[src/sv/cramer_3x3_solver_defines.svh]
// assertion macros shared by the cramer 3x3 solver rtl
// expects i_clk and i_rst_n in the scope where a macro is used
`ifndef CRAMER_3X3_SOLVER_DEFINES_SVH
`define CRAMER_3X3_SOLVER_DEFINES_SVH

// same-cycle implication, checked out of reset
`define CSOL_ASSERT_IMPL(lbl, ante, cons) \
    lbl: assert property (@(posedge i_clk) disable iff (!i_rst_n) (ante) |-> (cons)) \
        else $error("cramer solver assertion failed");

// next-cycle implication, checked out of reset
`define CSOL_ASSERT_NEXT(lbl, ante, cons) \
    lbl: assert property (@(posedge i_clk) disable iff (!i_rst_n) (ante) |=> (cons)) \
        else $error("cramer solver assertion failed");

`endif

[src/sv/csol_pkg.sv]
// shared constants and index helpers for the cramer 3x3 solver
// no dependencies
package csol_pkg;

    localparam int OUT_W    = 48;
    localparam int NUM_DET  = 4;
    localparam int NUM_PAIR = 6;
    localparam int NUM_COL  = 4;

    // column pairs of rows two and three; column 3 is the constant column
    localparam int PAIR_P [NUM_PAIR] = '{0, 0, 0, 1, 1, 2};
    localparam int PAIR_Q [NUM_PAIR] = '{1, 2, 3, 2, 3, 3};

    // columns used by each determinant: main, then constants in column 0, 1, 2
    localparam int DET_COL [NUM_DET][3] = '{'{0, 1, 2}, '{3, 1, 2}, '{0, 3, 2}, '{0, 1, 3}};

    // first-row column of term j of determinant d
    function automatic int f_term_col(input int d, input int j);
        return DET_COL[d][j];
    endfunction

    // the two columns left over for the 2x2 minor of term j
    function automatic int f_other_a(input int d, input int j);
        return (j == 0) ? DET_COL[d][1] : DET_COL[d][0];
    endfunction

    function automatic int f_other_b(input int d, input int j);
        return (j == 2) ? DET_COL[d][1] : DET_COL[d][2];
    endfunction

    // index of the stored minor for the unordered column pair
    function automatic int f_term_pair(input int d, input int j);
        int lo;
        int hi;
        int idx;
        lo  = (f_other_a(d, j) < f_other_b(d, j)) ? f_other_a(d, j) : f_other_b(d, j);
        hi  = (f_other_a(d, j) < f_other_b(d, j)) ? f_other_b(d, j) : f_other_a(d, j);
        idx = 0;
        for (int p = 0; p < NUM_PAIR; p++) begin
            if (PAIR_P[p] == lo && PAIR_Q[p] == hi) begin
                idx = p;
            end
        end
        return idx;
    endfunction

    // cofactor sign, flipped again when the minor columns come reversed
    function automatic logic f_term_neg(input int d, input int j);
        logic base;
        logic rev;
        base = (j == 1);
        rev  = (f_other_a(d, j) > f_other_b(d, j));
        return base ^ rev;
    endfunction

endpackage

[src/sv/csol_fifo.sv]
// small first-in first-out queue with a combinational read port
// depends on csol_pkg and cramer_3x3_solver_defines.svh
`include "cramer_3x3_solver_defines.svh"

module csol_fifo
    import csol_pkg::*;
#(
    parameter int W     = 8,
    parameter int DEPTH = 4
) (
    input  logic         i_clk,
    input  logic         i_rst_n,
    input  logic         i_push,
    input  logic [W-1:0] i_data,
    output logic         o_full,
    input  logic         i_pop,
    output logic [W-1:0] o_data,
    output logic         o_empty
);

    localparam int AW = (DEPTH > 1) ? $clog2(DEPTH) : 1;

    logic [W-1:0]  r_mem [DEPTH];
    logic [AW-1:0] r_wp;
    logic [AW-1:0] r_rp;
    logic [AW:0]   r_cnt;
    logic          w_wr;
    logic          w_rd;

    assign o_full  = (r_cnt == (AW + 1)'(DEPTH));
    assign o_empty = (r_cnt == '0);
    assign w_wr    = i_push && !o_full;
    assign w_rd    = i_pop && !o_empty;
    assign o_data  = r_mem[r_rp];

    // storage
    always_ff @(posedge i_clk) begin
        if (w_wr) begin
            r_mem[r_wp] <= i_data;
        end
    end

    // pointers and fill count
    always_ff @(posedge i_clk) begin
        if (!i_rst_n) begin
            r_wp  <= '0;
            r_rp  <= '0;
            r_cnt <= '0;
        end else begin
            if (w_wr) begin
                r_wp <= (r_wp == AW'(DEPTH - 1)) ? '0 : r_wp + 1'b1;
            end
            if (w_rd) begin
                r_rp <= (r_rp == AW'(DEPTH - 1)) ? '0 : r_rp + 1'b1;
            end
            if (w_wr && !w_rd) begin
                r_cnt <= r_cnt + 1'b1;
            end else if (w_rd && !w_wr) begin
                r_cnt <= r_cnt - 1'b1;
            end
        end
    end

    `CSOL_ASSERT_IMPL(a_cnt_bound, 1'b1, r_cnt <= (AW + 1)'(DEPTH))
    `CSOL_ASSERT_NEXT(a_push_fills, w_wr && !w_rd, !o_empty)
    `CSOL_ASSERT_NEXT(a_last_drains, w_rd && !w_wr && r_cnt == (AW + 1)'(1), o_empty)

endmodule

[config.mk]
export PLATFORM = sky130hd
export DESIGN_NAME = csol_fifo
export DESIGN_NICKNAME = d
export VERILOG_FILES = /design/src/sv/csol_pkg.sv /design/src/sv/csol_fifo.sv
export VERILOG_INCLUDE_DIRS = /design/src /design/src/sv
export SDC_FILE = /design/constraint.sdc
export NUM_CORES = 1
export LEC_CHECK = 0
export CORE_UTILIZATION = 50
export DETAILED_ROUTE_END_ITERATION = 10
export DONT_BUFFER_PORTS = 1
export GPL_TIMING_DRIVEN = 0
export HOLD_SLACK_MARGIN = 0.12
export PLACE_DENSITY = 0.73
export SYNTH_ARGS = -nofsm -noshare
export SYNTH_HDL_FRONTEND = slang
export SYNTH_SLANG_ARGS = --single-unit
[constraint.sdc]
create_clock -name i_clk -period 2.5 [get_ports i_clk]
set_input_delay 0.25 -clock i_clk [delete_from_list [all_inputs] [get_ports i_clk]]
set_output_delay 0.25 -clock i_clk [all_outputs]
set_load 0.02 [all_outputs]
---- Word-level counts from Yosys, hierarchy flattened ----
Memories as Yosys holds them, arrays and structs flattened. A register that Yosys moved wholly into a read port is not among the register bits.
Index checks and enable logic that the tools add are counted.
storage, ports and cells
  output and inout port bits .............. 10
  memory bits (read-only) ................. 0
  RAM bits ................................ 32
  latch bits .............................. 0
  memories ................................ 1
  flip-flop bits (word level) ............. 7
  word-level logic and storage cells ...... 29
  input bits .............................. 12
cells by class
  divide/modulo/power cells ............... 0
  mux-type cells .......................... 8
  equal/unequal tests ..................... 3
  reduce and logical (&&, ||, !) cells .... 10
  $add $sub $neg .......................... 4
  shifts and indexed selects .............. 0
  $lt $le $gt $ge ......................... 0
  bitwise operators ....................... 0
  multipliers ............................. 0
memory list
  memory  words  bits a word  read ports  clocked after Yosys merged registers in  write ports  RTL line         source
  r_mem   4      8            1           1                                        1            csol_fifo.sv:23  logic [W-1:0] r_mem [DEPTH];
operators by type and width
  cell                                              number
  two-way mux 2 bit                                 4
  two-way mux 3 bit                                 2
  adder 2 x 1 -> 2 bit, second input constant       2
  == test 2 bit, second input constant              2
  logical AND 1 bit                                 4
  logical NOT 1 bit                                 4
  adder 3 x 1 -> 3 bit, second input constant       1
  == test 3 bit, second input constant              1
  logical NOT 3 bit                                 1
  subtractor 3 x 1 -> 3 bit, second input constant  1
  two-way mux 1 bit                                 2
  nonzero test 2 bit                                1

---- Longest topological paths before layout ----
Gate-level depths: netlist of the first run.
  depth in word-level cells ............... 7
  depth in mapped cells ................... 9

---- Worst setup path after synthesis of the first run ----
OpenSTA, ideal clock, no wires.
  path type ............................... flip-flop to flip-flop
  start point ............................. register r_cnt[0]
  end point ............................... register r_cnt[2]
  clock period less this slack ............ 2.093 ns
  stages on the path, launching flop included .. 8
  setup slack ............................. 0.407 ns
  arrival ................................. 2.017 ns
  required time ........................... 2.424 ns
  cell sequence ........................... dfxtp_1 -> o31ai_1 -> ha_1 -> inv_1 -> fa_1 -> xor2_1 -> or3_1 -> a21boi_0
between the ends
  longest elaborated chain between the ends .. 6
  elaborated cells between the ends (all ways) .. 15
ends and longest elaborated chain
  what                                                               RTL line         source
  from (decl)                                                        csol_fifo.sv:26  logic [AW:0] r_cnt;
  from (signal assigned)                                             csol_fifo.sv:57  r_cnt <= r_cnt + 1'b1;
  from (signal assigned)                                             csol_fifo.sv:59  r_cnt <= r_cnt - 1'b1;
  branches (longest 6 deep; another with subtractor 3 x 1 -> 3 bit)  n/a
Several ways; the timed one is not identified. The select of a mux whose other input is x is not followed.
A chain may end at the register's enable or synchronous reset.

---- Worst setup path in the final report of the first run ----
  start point ............................. register r_cnt[0]
  end point ............................... register r_cnt[2]
between the ends
  longest elaborated chain between the ends .. 6
  elaborated cells between the ends (all ways) .. 15
ends and longest elaborated chain
  what                                 RTL line         source
  == test 3 bit (*)                    csol_fifo.sv:30  assign o_full = (r_cnt == (AW + 1)'(DEPTH));
  named net o_full                     csol_fifo.sv:15  output logic o_full,
  logical NOT 1 bit (*)                csol_fifo.sv:32  assign w_wr = i_push && !o_full;
  logical AND 1 bit (*)                csol_fifo.sv:32
  named net w_wr                       csol_fifo.sv:27  logic w_wr;
  logical NOT 1 bit                    csol_fifo.sv:58  end else if (w_rd && !w_wr) begin
  logical AND 1 bit                    csol_fifo.sv:58
  nonzero test 2 bit (no source line)  n/a
The timed path passes the listed nets; every way through them passes the cells marked *. The select of a mux whose other input is x is not followed.

==> results.txt, run 1 <==
- Largest net degree at the start of global routing: 14
- Aggregate global routing overflow: 0
- Counting along the longest clock path gives a buffer depth of 2.
- STA classifies the critical path endpoint as a register.
- The die covers 3490 µm².
- Critical path fanouts, max: 7
* First drt pass iteration count: 4
* DRC violation count after routing: 0
- Clock tree sinks: 41
* Fraction of layout instances using a drive strength above 1: 0.173
- The later pin in the worst-skew pair is clocked with a latency of 0.35 ns.
- Cell area after synthesis: 1630 µm²
- After synthesis, the largest family of logic cells by area is multiplexers.
- The tree is rooted in a clkbuf_4.
- The hold violation total from the final report came to 0.
* Area fraction in and, or, nand and nor cells after synthesis: 0.0660
* Area overhead of the layout relative to synthesis: 14.0%
- The share of the Yosys chip area taken by registers is 0.700.
- For this block, the via count after detailed routing is 789.
- Count of max-cap constraint violations: 0
* Peak VDD IR: 0.000512 V
- Number of cells traversed by the worst register-to-register path: 9
- The largest total area in the synthesized netlist belongs to edfxtp_1.
- Actual slew at the worst max-slew pin: 0.614 ns
* Number of global-route vias before repair: 826
- The first global-routing pass estimated 3970 µm of wire.
- Clock input transition at the sequential cells of the worst setup and hold paths: 0.12 ns
- Post-detailed-placement half-perimeter wirelength: 1640 µm
- The floorplan has 20 rows.
- Post-synthesis net count: 112
- Initial antenna violation count: 0
* Kind of launch point of the worst setup path: register
- Synthesized-area fraction occupied by adder cells: 0.0583
* Final-stage net count: 128
* Effective utilization at floorplan: 0.530
* Instance count along the most critical hold path: 2
- In the final routed layout, each cell accounts on average for 16.0 µm.
- Total wirelength of the detailed-routed design: 2460 µm
- For this design the static power due to leakage is 0.000635 µW.
- For the worst setup path, the data arrival time is 2.57 ns.
- Area fraction of the dominant cell type after synthesis: 0.589
- In this run, synthesis produced a sequential element count of 41.
- Req. time, crit path: 2.77 ns
* Result of the run: complete, no violations
* Final worst setup slack: 0.205 ns
- For this run, the number of Yosys warnings is 0.
- During placement, the flow inserted port buffers numbering 0.
- H-Tree Depth: 2
- The clock period could shrink to 2.29 ns.
- TritonCTS built the clock tree.
* Synthesized-area fraction occupied by ao, oa, aoi and oai cells: 0.0184
- Synth unique cells: 23
- Path class of the lowest-slack min-delay path: primary input to register
- 0 antenna diodes ended up in the layout.
- Setup violations remaining at the end of the flow were counted as 0.
* Number of buffers created by CTS: 5
- Of the post-synthesis cell area, the part taken by muxes is 0.129.
- Pin placement for this block handled 22 I/O pins.
* Setup Slack @ Placement: 0.121 ns
- The setup path with the least slack is of type register to register.
- Static timing analysis puts the maximum clock frequency at 0.436 GHz.
* Clock Skew: 0.00866 ns
- In the synthesized netlist, the number of instances is 93.
* Post-synthesis average cell area: 17.5 µm²
- Slew headroom: 0.587
* Setup total negative slack: 0 ns
- The detail route stage leaves a number of antenna-violating nets equal to 0.
* Total routing usage reported by global routing: 0.170
- From left edge to right edge, the die measures 59.1 µm.
* Core Area: 3080 µm²
- In the finished design, the share of the clock period the worst path needs comes to 0.918.
- Top cells by area, synth: edfxtp_1 59%, dfxtp_1 11%, mux4_2 11%, ha_1 4.6%, and2_1 1.9%
- After detailed routing, the number of vias per cell comes to 5.12.
- Final Max Slew Viols: 0
* Fraction of synthesized cell area in xor and xnor cells: 0.0107
- After the first detailed-routing iteration, the DRC count stood at 20.
- Die height: 59.1 µm
- Dividing total power by cell area gives a power density of 965 nW/µm².
- Placer Congestion: 0.734
* Setup repair after global routing missed its margin: false
-- logic make-up after synthesis --
group | after synthesis
compound gates | 5
buf+inv | 7
fa+ha+maj | 7
xor+xnor | 2
simple gates | 20
flops | 41
mux | 11
-- worst max-delay path: stages, from the launching register on --
cell and delay, ns:
dfxtp_1 0.49, nor3b_2 0.14, nor2b_1 0.13, buf_2 0.19, ha_1 0.21, inv_1 0.07
fa_1 0.37, xor2_1 0.16, or3_1 0.30, a21boi_0 0.17
-- power breakdown --
part	leakage [µW]	switching (µW)	internal (µW)	total, µW
combinational	0.000229	283	199	483
clock	0.0000389	212	207	419
sequential	0.000367	55.0	838	893
total	0.000635	550	1240	1790
-- cell usage after synthesis --
| cell type | number |
|---|---|
| inv_1 | 3 |
| nand2_1 | 6 |
| edfxtp_1 | 32 |
| clkbuf_1 | 1 |
| buf_1 | 1 |
| nor3_1 | 1 |
| nor3b_2 | 1 |
| o21ai_0 | 3 |
| or3_1 | 1 |
| fa_1 | 1 |
| nor2b_1 | 2 |
| ha_1 | 6 |
| o31ai_1 | 1 |
| nand3_1 | 2 |
| nor2_1 | 2 |
| and2_1 | 5 |
| a21boi_0 | 1 |
| mux2i_1 | 3 |
| xor2_1 | 1 |
| xnor2_1 | 1 |
| dfxtp_1 | 9 |
| buf_2 | 2 |
| mux4_2 | 8 |
-- final timing paths --
path	from	end	slack [ns]
worst max-delay path	r_cnt[0]	r_cnt[2]	0.21
worst min-delay path	i_pop	r_rp[1]	0.19
worst max register to register	r_cnt[0]	r_cnt[2]	0.21
worst min register to register	r_wp[1]	r_wp[1]	0.53
-- flip-flops by register name (all words and copies together) (netlist names), named ones only --
register,flops
r_mem,32
r_cnt,3
r_rp,2
r_wp,2
-- cells in the final DEF, fill, tap and decap left out --
cell | Yosys | final
mux2i_1 | 3 | 3
mux4_2 | 8 | 8
buf_1 | 1 | 1
and2_1 | 5 | 5
nor2_1 | 2 | 2
dfxtp_1 | 9 | 9
or3_1 | 1 | 1
o21ai_0 | 3 | 3
dlygate4sd3_1 | 0 | 9
nand3_1 | 2 | 2
nor2b_1 | 2 | 2
inv_1 | 3 | 3
clkbuf_4 | 0 | 5
nor3b_2 | 1 | 1
bufinv_16 | 0 | 1
clkinv_1 | 0 | 1
nor3_1 | 1 | 1
buf_2 | 2 | 2
clkinvlp_4 | 0 | 1
o31ai_2 | 0 | 1
fa_1 | 1 | 1
ha_1 | 6 | 6
edfxtp_1 | 32 | 32
a21boi_0 | 1 | 1
nand2_1 | 6 | 6
clkbuf_1 | 1 | 1
xnor2_1 | 1 | 1
xor2_1 | 1 | 1
-- area by class of cell --
cell class              instances  area [µm²]
fillers                       234        1220
flip-flops and latches         41        1140
multi-input cells              45         465
repair buffers                  9        90.1
well taps                      44        55.1
clock inverters                 3        41.3
clock buffers                   5        37.5
plain buffers                   4        17.5
inverters                       3        11.3
-- repair_timing --
item,in CTS,in global routing
endpoints found under the hold margin,34,0
setup endpoints to repair,0,1
buffers inserted,0,0
resized for setup,0,1
hold buffers,9,0
-- metrics by stage --
stage	power [µW]	hold slack [ns]	util	instances	area, µm²
2_1_floorplan	1300	0.349	-	93	1630
3_3_place_gp	1350	0.349	0.548	137	1690
3_5_place_dp	1380	0.349	0.548	137	1690
4_1_cts	1810	0.235	0.602	154	1850
5_1_grt	1890	0.210	0.604	154	1860
6_report	1790	0.190	0.604	154	1860
-- routing by layer --
layer	global-route usage	part of all wire	vias to the layer above
li1	-	-	382
met1	0.195	0.39	382
met2	0.289	0.55	19
met3	0.0415	0.042	6
met4	0.102	0.022	0
met5	0	0	-
No activity file was read; power rests on OpenSTA's default activity.
==> inputs of run 2 (changes only) <==
CTS_BUF_LIST = sky130_fd_sc_hd__clkbuf_8   (was unset)
==> run 2 against run 1 <==
Compared with the run above: flip-flop and latch count unchanged; largest power group unchanged; clock skew fell by 0.00093 ns; utilization rose by 0.69 points; register-to-register slack is essentially flat; count of clock-buffer cells in the layout unchanged; final cell count is 0.65% lower; setup slack worse by 0.0026 ns.
==> results.txt, run 2 (synthesis results as in run 1) <==
- The number of design rule violations left after detail routing is 0 (unchanged).
- The post-placement setup slack was 0.121 ns (unchanged).
- Worst reg-to-reg setup slack: 0.20 ns (about the same)
- The detail-routed net length per standard cell was 16.3 µm (+2.0%).
* Antenna diode instance count: 0 (unchanged)
- The setup path with the least slack is of type register to register.
- The first-pass iteration count of the detailed router came to 4 (unchanged).
* Actual slew at the worst max-slew pin: 0.616 ns (+0.00220 ns)
- The total negative slack for setup checks is 0 ns (unchanged).
* Total routing usage reported by global routing: 0.167 (-0.00326)
* Effective utilization at floorplan: 0.530 (unchanged)
- Remaining antenna violation count after routing: 0 (unchanged)
- Setup-violating endpoint count in the final report: 0 (unchanged)
- Setup repair after global routing left no endpoint under its margin.
- The most critical setup path has its startpoint at r_cnt[0].
* Number of global-route vias before repair: 802 (-2.9%)
- Final core occ: 0.611 (+0.00691)
* Post-layout min period: 2.30 ns (+0.00255 ns)
- The top cell types in the final layout, fill and taps aside, are 32 x edfxtp_1, 9 x dfxtp_1, 8 x mux4_2, 8 x dlygate4sd3_1.
* Placer Congestion: 0.734 (unchanged)
- Peak VDD IR: 0.000391 V (-24%)
- The worst path required time came to 2.71 ns (-0.06 ns).
- Critical path fanouts, max: 7 (unchanged)
- PortBufs: 0 (unchanged)
- X dimension of the die: 59.1 µm (unchanged)
- Result of the run: complete, no violations
* DR iter-0 viols: 34 (+70%)
* Total placed instance area: 1690 µm² (unchanged)
* Via density: 5.11 (-0.24%)
- The number of nets in the layout came to 127 (-0.78%).
- TritonCTS built the clock tree.
* Crit share post-route: 0.919 (+0.00102)
* Clock input transition at the sequential cells of the worst setup and hold paths: 0.08 ns (-0.04 ns)
- The final wirelength is 2500 µm (+1.4%).
- Fraction of layout instances using a drive strength above 1: 0.174 (+0.00158)
- The total overflow reported by the global router is 0 (unchanged).
- Core Area: 3080 µm² (unchanged)
- The fmax was 0.435 GHz (-0.11%).
- The number of rows in the core area was 20 (unchanged).
* Post-detailed-placement half-perimeter wirelength: 1640 µm (unchanged)
- Path class of the lowest-slack min-delay path: primary input to register
- Die height: 59.1 µm (unchanged)
- The cell total after placement came to 137 (unchanged).
* Clock network latency to the later pin of the worst-skew pair: 0.29 ns (-0.06 ns)
- The final standard cell count with taps included and fillers excluded is 153 (-0.65%).
- Max reg flops: 32 (unchanged)
- Number of top-level pins: 22 (unchanged)
- Clock Skew: 0.00773 ns (-0.000934 ns)
* End point of the critical path: r_cnt[2]
- Slew headroom: 0.586 (-0.00148)
- The hold violation total from the final report was 0 (unchanged).
- Clock tree sinks: 41 (unchanged)
- Initial antenna violation count: 0 (unchanged)
- The area of all placed cells without fillers came to 1880 µm² (+1.1%).
- The worst setup path is launched from a register.
- The number of cells on the worst reg-to-reg path was 9 (unchanged).
- First-pass GRT wire length: 3920 µm (-1.4%)
* Registers with the highest flip-flop counts: r_mem x32, r_cnt x3
* Max Buffers Root-to-Sink: 2 (unchanged)
* Count of max-cap constraint violations: 0 (unchanged)
- Register bank with the most flops: r_mem
- The via count is 782 (-0.89%).
- Area overhead of the layout relative to synthesis: 15.3%
- The leakage power was 0.000644 µW (+1.4%).
- In this run the critical register-to-register path is captured at r_cnt[2].
- The critical path arrival was 2.50 ns (-0.07 ns).
- The power per unit of standard cell area came to 1010 nW/µm² (+4.2%).
* Final Max Slew Viols: 0 (unchanged)
- CTS root buf: clkbuf_8
* Most common cell after layout, fill and taps aside: edfxtp_1
- STA classifies the critical path endpoint as a register.
- Final worst setup slack: 0.203 ns (-0.00255 ns)
- In this run the critical register-to-register path is launched from r_cnt[0].
- The number of buffers inserted during clock tree synthesis was 5 (unchanged).
- Largest net degree at the start of global routing: 14 (unchanged)
- The number of H-tree levels is 2 (unchanged).
* Die ar.: 3490 µm² (unchanged)
## run 2: cell count changes in the layout (fill, tap and decap cells not counted)
cell | before | now
clkbuf_4 | 5 | 0
clkbuf_8 | 0 | 5
dlygate4sd3_1 | 9 | 8
## run 2: how the worst min path moves through the flow
stage                         start     endpoint  cells after the start
final                       i_rst_n      r_rp[1]                      2
after global routing        i_rst_n      r_rp[1]                      2
after CTS                   i_rst_n      r_rp[1]                      2
after detailed placement  i_data[3]  r_mem[0][3]                      0
after global placement    i_data[3]  r_mem[2][3]                      0
after floorplan           i_data[0]  r_mem[0][0]                      0
## run 2: timing repair
item	in CTS	in global routing
gates resized for setup	0	1
buffers inserted	0	0
hold endpoints to repair	32	0
endpoints found under the setup margin	0	1
hold buffers	8	0
## run 2: cell type report
cell class	instances	area [µm²]
fill	234	1200
sequential	41	1140
multi-input combinational	45	465
timing repair buffer	8	80.1
clock buffer	5	68.8
tap	44	55.1
clock inverter	3	41.3
buffer	4	17.5
inverter	3	11.3
## run 2: where the power goes
| part | total [µW] | internal, µW | switching (µW) |
|---|---|---|---|
| Clock | 515 | 294 | 221 |
| Sequential | 895 | 838 | 56.8 |
| Combinational | 481 | 197 | 283 |
## run 2: routing by layer
metal | vias to the layer above | part of all wire | wire length [µm] | GRT usage
li1 | 379 | - | - | -
met1 | 383 | 0.41 | 1020 | 0.190
met2 | 16 | 0.54 | 1350 | 0.287
met3 | 4 | 0.040 | 101 | 0.0480
met4 | 0 | 0.0096 | 24 | 0.0816
met5 | - | 0 | 0 | 0
## run 2: per-stage QoR
stage / power, µW / hold WS (ns)
after global routing: 1990 / 0.185
after CTS: 1900 / 0.158
after global placement: 1350 / 0.349
final: 1890 / 0.166
after floorplan: 1300 / 0.349
after detailed placement: 1380 / 0.349
## run 2: critical path, cell delays in order (launching register included)
cell	delay [ns]
dfxtp_1	0.48
nor3b_2	0.14
nor2b_1	0.14
buf_2	0.19
ha_1	0.20
inv_1	0.07
fa_1	0.37
xor2_1	0.15
or3_1	0.30
a21boi_0	0.17
==> inputs of run 3 (changes only) <==
ABC_AREA = 1   (was unset)
==> run 3 against run 2 <==
Compared with the run above: largest cell class unchanged; global-route usage increased by 2.9 points; clock skew down 0.0042 ns; die area rose by 3.7%; setup slack better by 0.40 ns; via count grew 40%; critical path type unchanged; non-clock buffer count decreased by 1.
==> results.txt, run 3 <==
* Routed vias: 1094 (+40%)
- The hold violation total from the final report came to 0 (unchanged).
- Cells along the critical path: nor2_1 -> nand2_1 -> nand2_2 -> inv_1 -> ha_1 -> inv_1 -> fa_1 -> o21ai_0 -> nor2_1
* Setup-violating endpoint count in the final report: 0 (unchanged)
* Path class of the lowest-slack min-delay path: primary input to register
- The final weighted congestion in routability-driven placement is 0.717 (-2.3%).
- Final-stage net count: 183 (+44%)
* Die height: 60.2 µm (+1.8%)
- The largest registers in the layout are r_mem x32, r_cnt x3.
* Post-layout min period: 1.90 ns (-0.396 ns)
* Area overhead of the layout relative to synthesis: 13.3%
- Slew headroom: 0.471 (-0.114)
- After synthesis, the most frequently instantiated cells are 33 x nor2_1, 32 x edfxtp_1, 18 x inv_1.
- The final wirelength was 3030 µm (+21%).
- Final Max Slew Viols: 0 (unchanged)
- The post-cts sizing count was 0 (unchanged).
* Slowest-stage cell, CP: fa_1
- Antenna diode instance count: 0 (unchanged)
- Met3 layer wire length in the routed design: 179 µm (+77%)
* Post-synthesis average cell area: 11.4 µm² (-35%)
- Clock tree sinks: 41 (unchanged)
- The routed length on met2 came to 1490 µm (+10%).
- The remaining number of nets flagged by the antenna check after routing is 0 (unchanged).
- The flip-flop count of the largest register after layout was 32 (unchanged).
- Flip-flop and latch count after synthesis: 41 (unchanged)
- Top cells by area, synth: edfxtp_1 57%, dfxtp_1 11%, nor2_1 7.3%, ha_1 4.4%, o21ai_0 4.1%
* Synth unique cells: 18 (-22%)
* Peak VDD IR: 0.000621 V (+59%)
* Result of the run: complete, no violations
- Max Buffers Root-to-Sink: 2 (unchanged)
- The worst path required time came to 2.68 ns (-0.03 ns).
- The count of mapped cells out of synthesis came to 148 (+59%).
- X dimension of the die: 60.2 µm (+1.8%)
* DRC violation count after routing: 0 (unchanged)
- The largest stage delay on the critical path is 0.41 ns (-0.07 ns).
* Top cell family by delay on the critical path: adder cells
* Buffers & Inverters on Critical Path: 2 (unchanged)
- The per-cell via count in the routed design was 5.23 (+2.4%).
- Leading cell types in the layout, fill and taps excluded: 33 x nor2_1, 32 x edfxtp_1, 20 x inv_1
- Most common cell after layout, fill and taps aside: nor2_1
- The area fraction of the dominant cell type after synthesis was 0.568 (-0.0218).
- The worst setup path is launched from a register.
* First-pass GRT wire length: 4790 µm (+22%)
- Post-synth EDFFs: 32 (unchanged)
- Crit share post-route: 0.761 (-0.158)
* Clock network latency to the later pin of the worst-skew pair: 0.28 ns (about the same)
- The number of global-route vias before repair came to 1032 (+29%).
- The clock-pin slew on the worst setup and hold paths was 0.07 ns (about the same).
- The area of the core region came to 3130 µm² (+1.6%).
* Cell Int Power: 1230 µW (-7.7%)
* Net switching fraction of the power: 0.376 (+0.0787)
* Fraction of layout instances using a drive strength above 1: 0.0727 (-0.102)
- Setup repair after global routing missed its margin: false
- The cell sitting at the root of the clock tree is a clkbuf_8.
* Register bank with the most flops: r_mem
- After detailed routing, no signal wire sits above met4.
- The number of buffers inserted during clock tree synthesis is 5 (unchanged).
- The sequential-to-total area share from yosys stat was 0.674 (-0.0259).
- Number of top-level pins: 22 (unchanged)
* Count of max-cap constraint violations: 0 (unchanged)
* Largest area contributor in the synthesized netlist: edfxtp_1
* H-Tree Depth: 2 (unchanged)
- Non-filler instance count after layout: 209 (+37%)
- The final standard cell utilization of the core came to 0.613 (+0.00222).
* Die ar.: 3620 µm² (+3.7%)
- The fraction of registers with async set or reset after synthesis was 0 (unchanged).
- Among all cell types in the netlist, the one instantiated most often is nor2_1.
* Effective utilization at floorplan: 0.541 (+0.0115)
- Top flip-flop cell by instance count after synthesis: edfxtp_1
- The worst setup path is captured at a register.
* Total number of placement rows: 20 (unchanged)
- Fraction of power consumed by sequential logic: 0.470 (-0.003)
* Clock Skew: 0.00357 ns (-0.00416 ns)
- Critical path fanouts, max: 7 (unchanged)
- The netlist area before placement was 1690 µm² (+3.8%).
* First drt pass iteration count: 4 (unchanged)
- Total power divided by cell area: 1020 nW/µm² (+1.8%)
- The actual transition at the worst max-transition pin was 0.790 ns (+0.174 ns).
- DR iter-0 viols: 50 (+47%)
* Part of the power in the clock network: 0.199 (-0.073)
- The detail-routed net length per standard cell is 14.5 µm (-11%).
- Post-synthesis net count: 167 (+49%)
* Largest net degree at the start of global routing: 13 (-1)
- The critical path arrival was 2.08 ns (-0.42 ns).
- Post-route design area: 1920 µm² (+2.0%)
* CTS tree: built
- Achievable frequency: 0.526 GHz (+21%)
* PortBufs: 0 (unchanged)
* Total placed instance area: 1750 µm² (+3.7%)
- The met1 wire length was 1300 µm (+27%).
- Count of yosys warnings during synthesis: 0 (unchanged)
* Aggregate global routing overflow: 0 (unchanged)
- Post-detailed-placement half-perimeter wirelength: 1980 µm (+21%)
- Worst setup path class: register to register
- Initial antenna violation count: 0 (unchanged)
- The global routing usage summed across all routing layers came to 0.196 (+0.0290).
- LEAKAGE: 0.000746 µW (+16%)
- Logic gate share of total power: 0.331 (+0.077)
- Net switching power: 738 µW (+31%)
- Post-placement cell count: 192 (+40%)
- Setup total negative slack: 0 ns (unchanged)
==> run 3: power groups by stage <==
stage                     Clock, µW  Combinational (µW)  Sequential [µW]
after CTS                       397                 656              925
after global placement            0                 603              933
after global routing            430                 730              938
after detailed placement          0                 636              940
after floorplan                   0                 523              916
final                           392                 650              923
==> run 3: worst paths after layout <==
kind         slack [ns]  cells after the start        to     start
max                0.60                      9  r_cnt[1]  r_cnt[1]
min                0.13                      2   r_wp[1]    i_push
max reg2reg        0.60                      9  r_cnt[1]  r_cnt[1]
min reg2reg        0.51                      2  r_cnt[0]  r_cnt[0]
==> run 3: cells by family (layout without fill, tap and decap cells) <==
group / after synthesis / in the layout / share of synthesized area
DFF: 41 / 41 / 0.674
AOI/OAI and AO/OA: 28 / 28 / 0.0953
buffers and inverters: 21 / 38 / 0.0554
adders and majority gates: 7 / 7 / 0.0562
and+or+nand+nor: 51 / 51 / 0.119
==> run 3: per-layer routing <==
layer	vias up	track usage
li1	536	-
met1	519	0.248
met2	33	0.278
met3	6	0.0952
met4	0	0.0963
met5	-	0
==> run 3: stage by stage <==
| step | setup WS (ns) | hold slack [ns] | total power (µW) |
|---|---|---|---|
| after floorplan | 0.810 | 0.349 | 1440 |
| after global placement | 0.697 | 0.349 | 1540 |
| after detailed placement | 0.622 | 0.349 | 1580 |
| after CTS | 0.606 | 0.130 | 1980 |
| after global routing | 0.440 | 0.161 | 2100 |
| final | 0.599 | 0.133 | 1960 |
==> run 3: timing repair <==
action,in CTS,in global routing
endpoints found under the hold margin,41,0
hold buffers,9,0
endpoints found under the setup margin,0,0
setup buffers,0,0
==> run 3: cell type report <==
class	instances	area, µm²
Fill cell	248	1210
Sequential cell	41	1140
Multi-Input combinational cell	86	458
Timing Repair Buffer	9	90.1
Inverter	19	71.3
Clock buffer	5	68.8
Tap cell	44	55.1
Buffer	2	22.5
Clock inverter	3	11.3
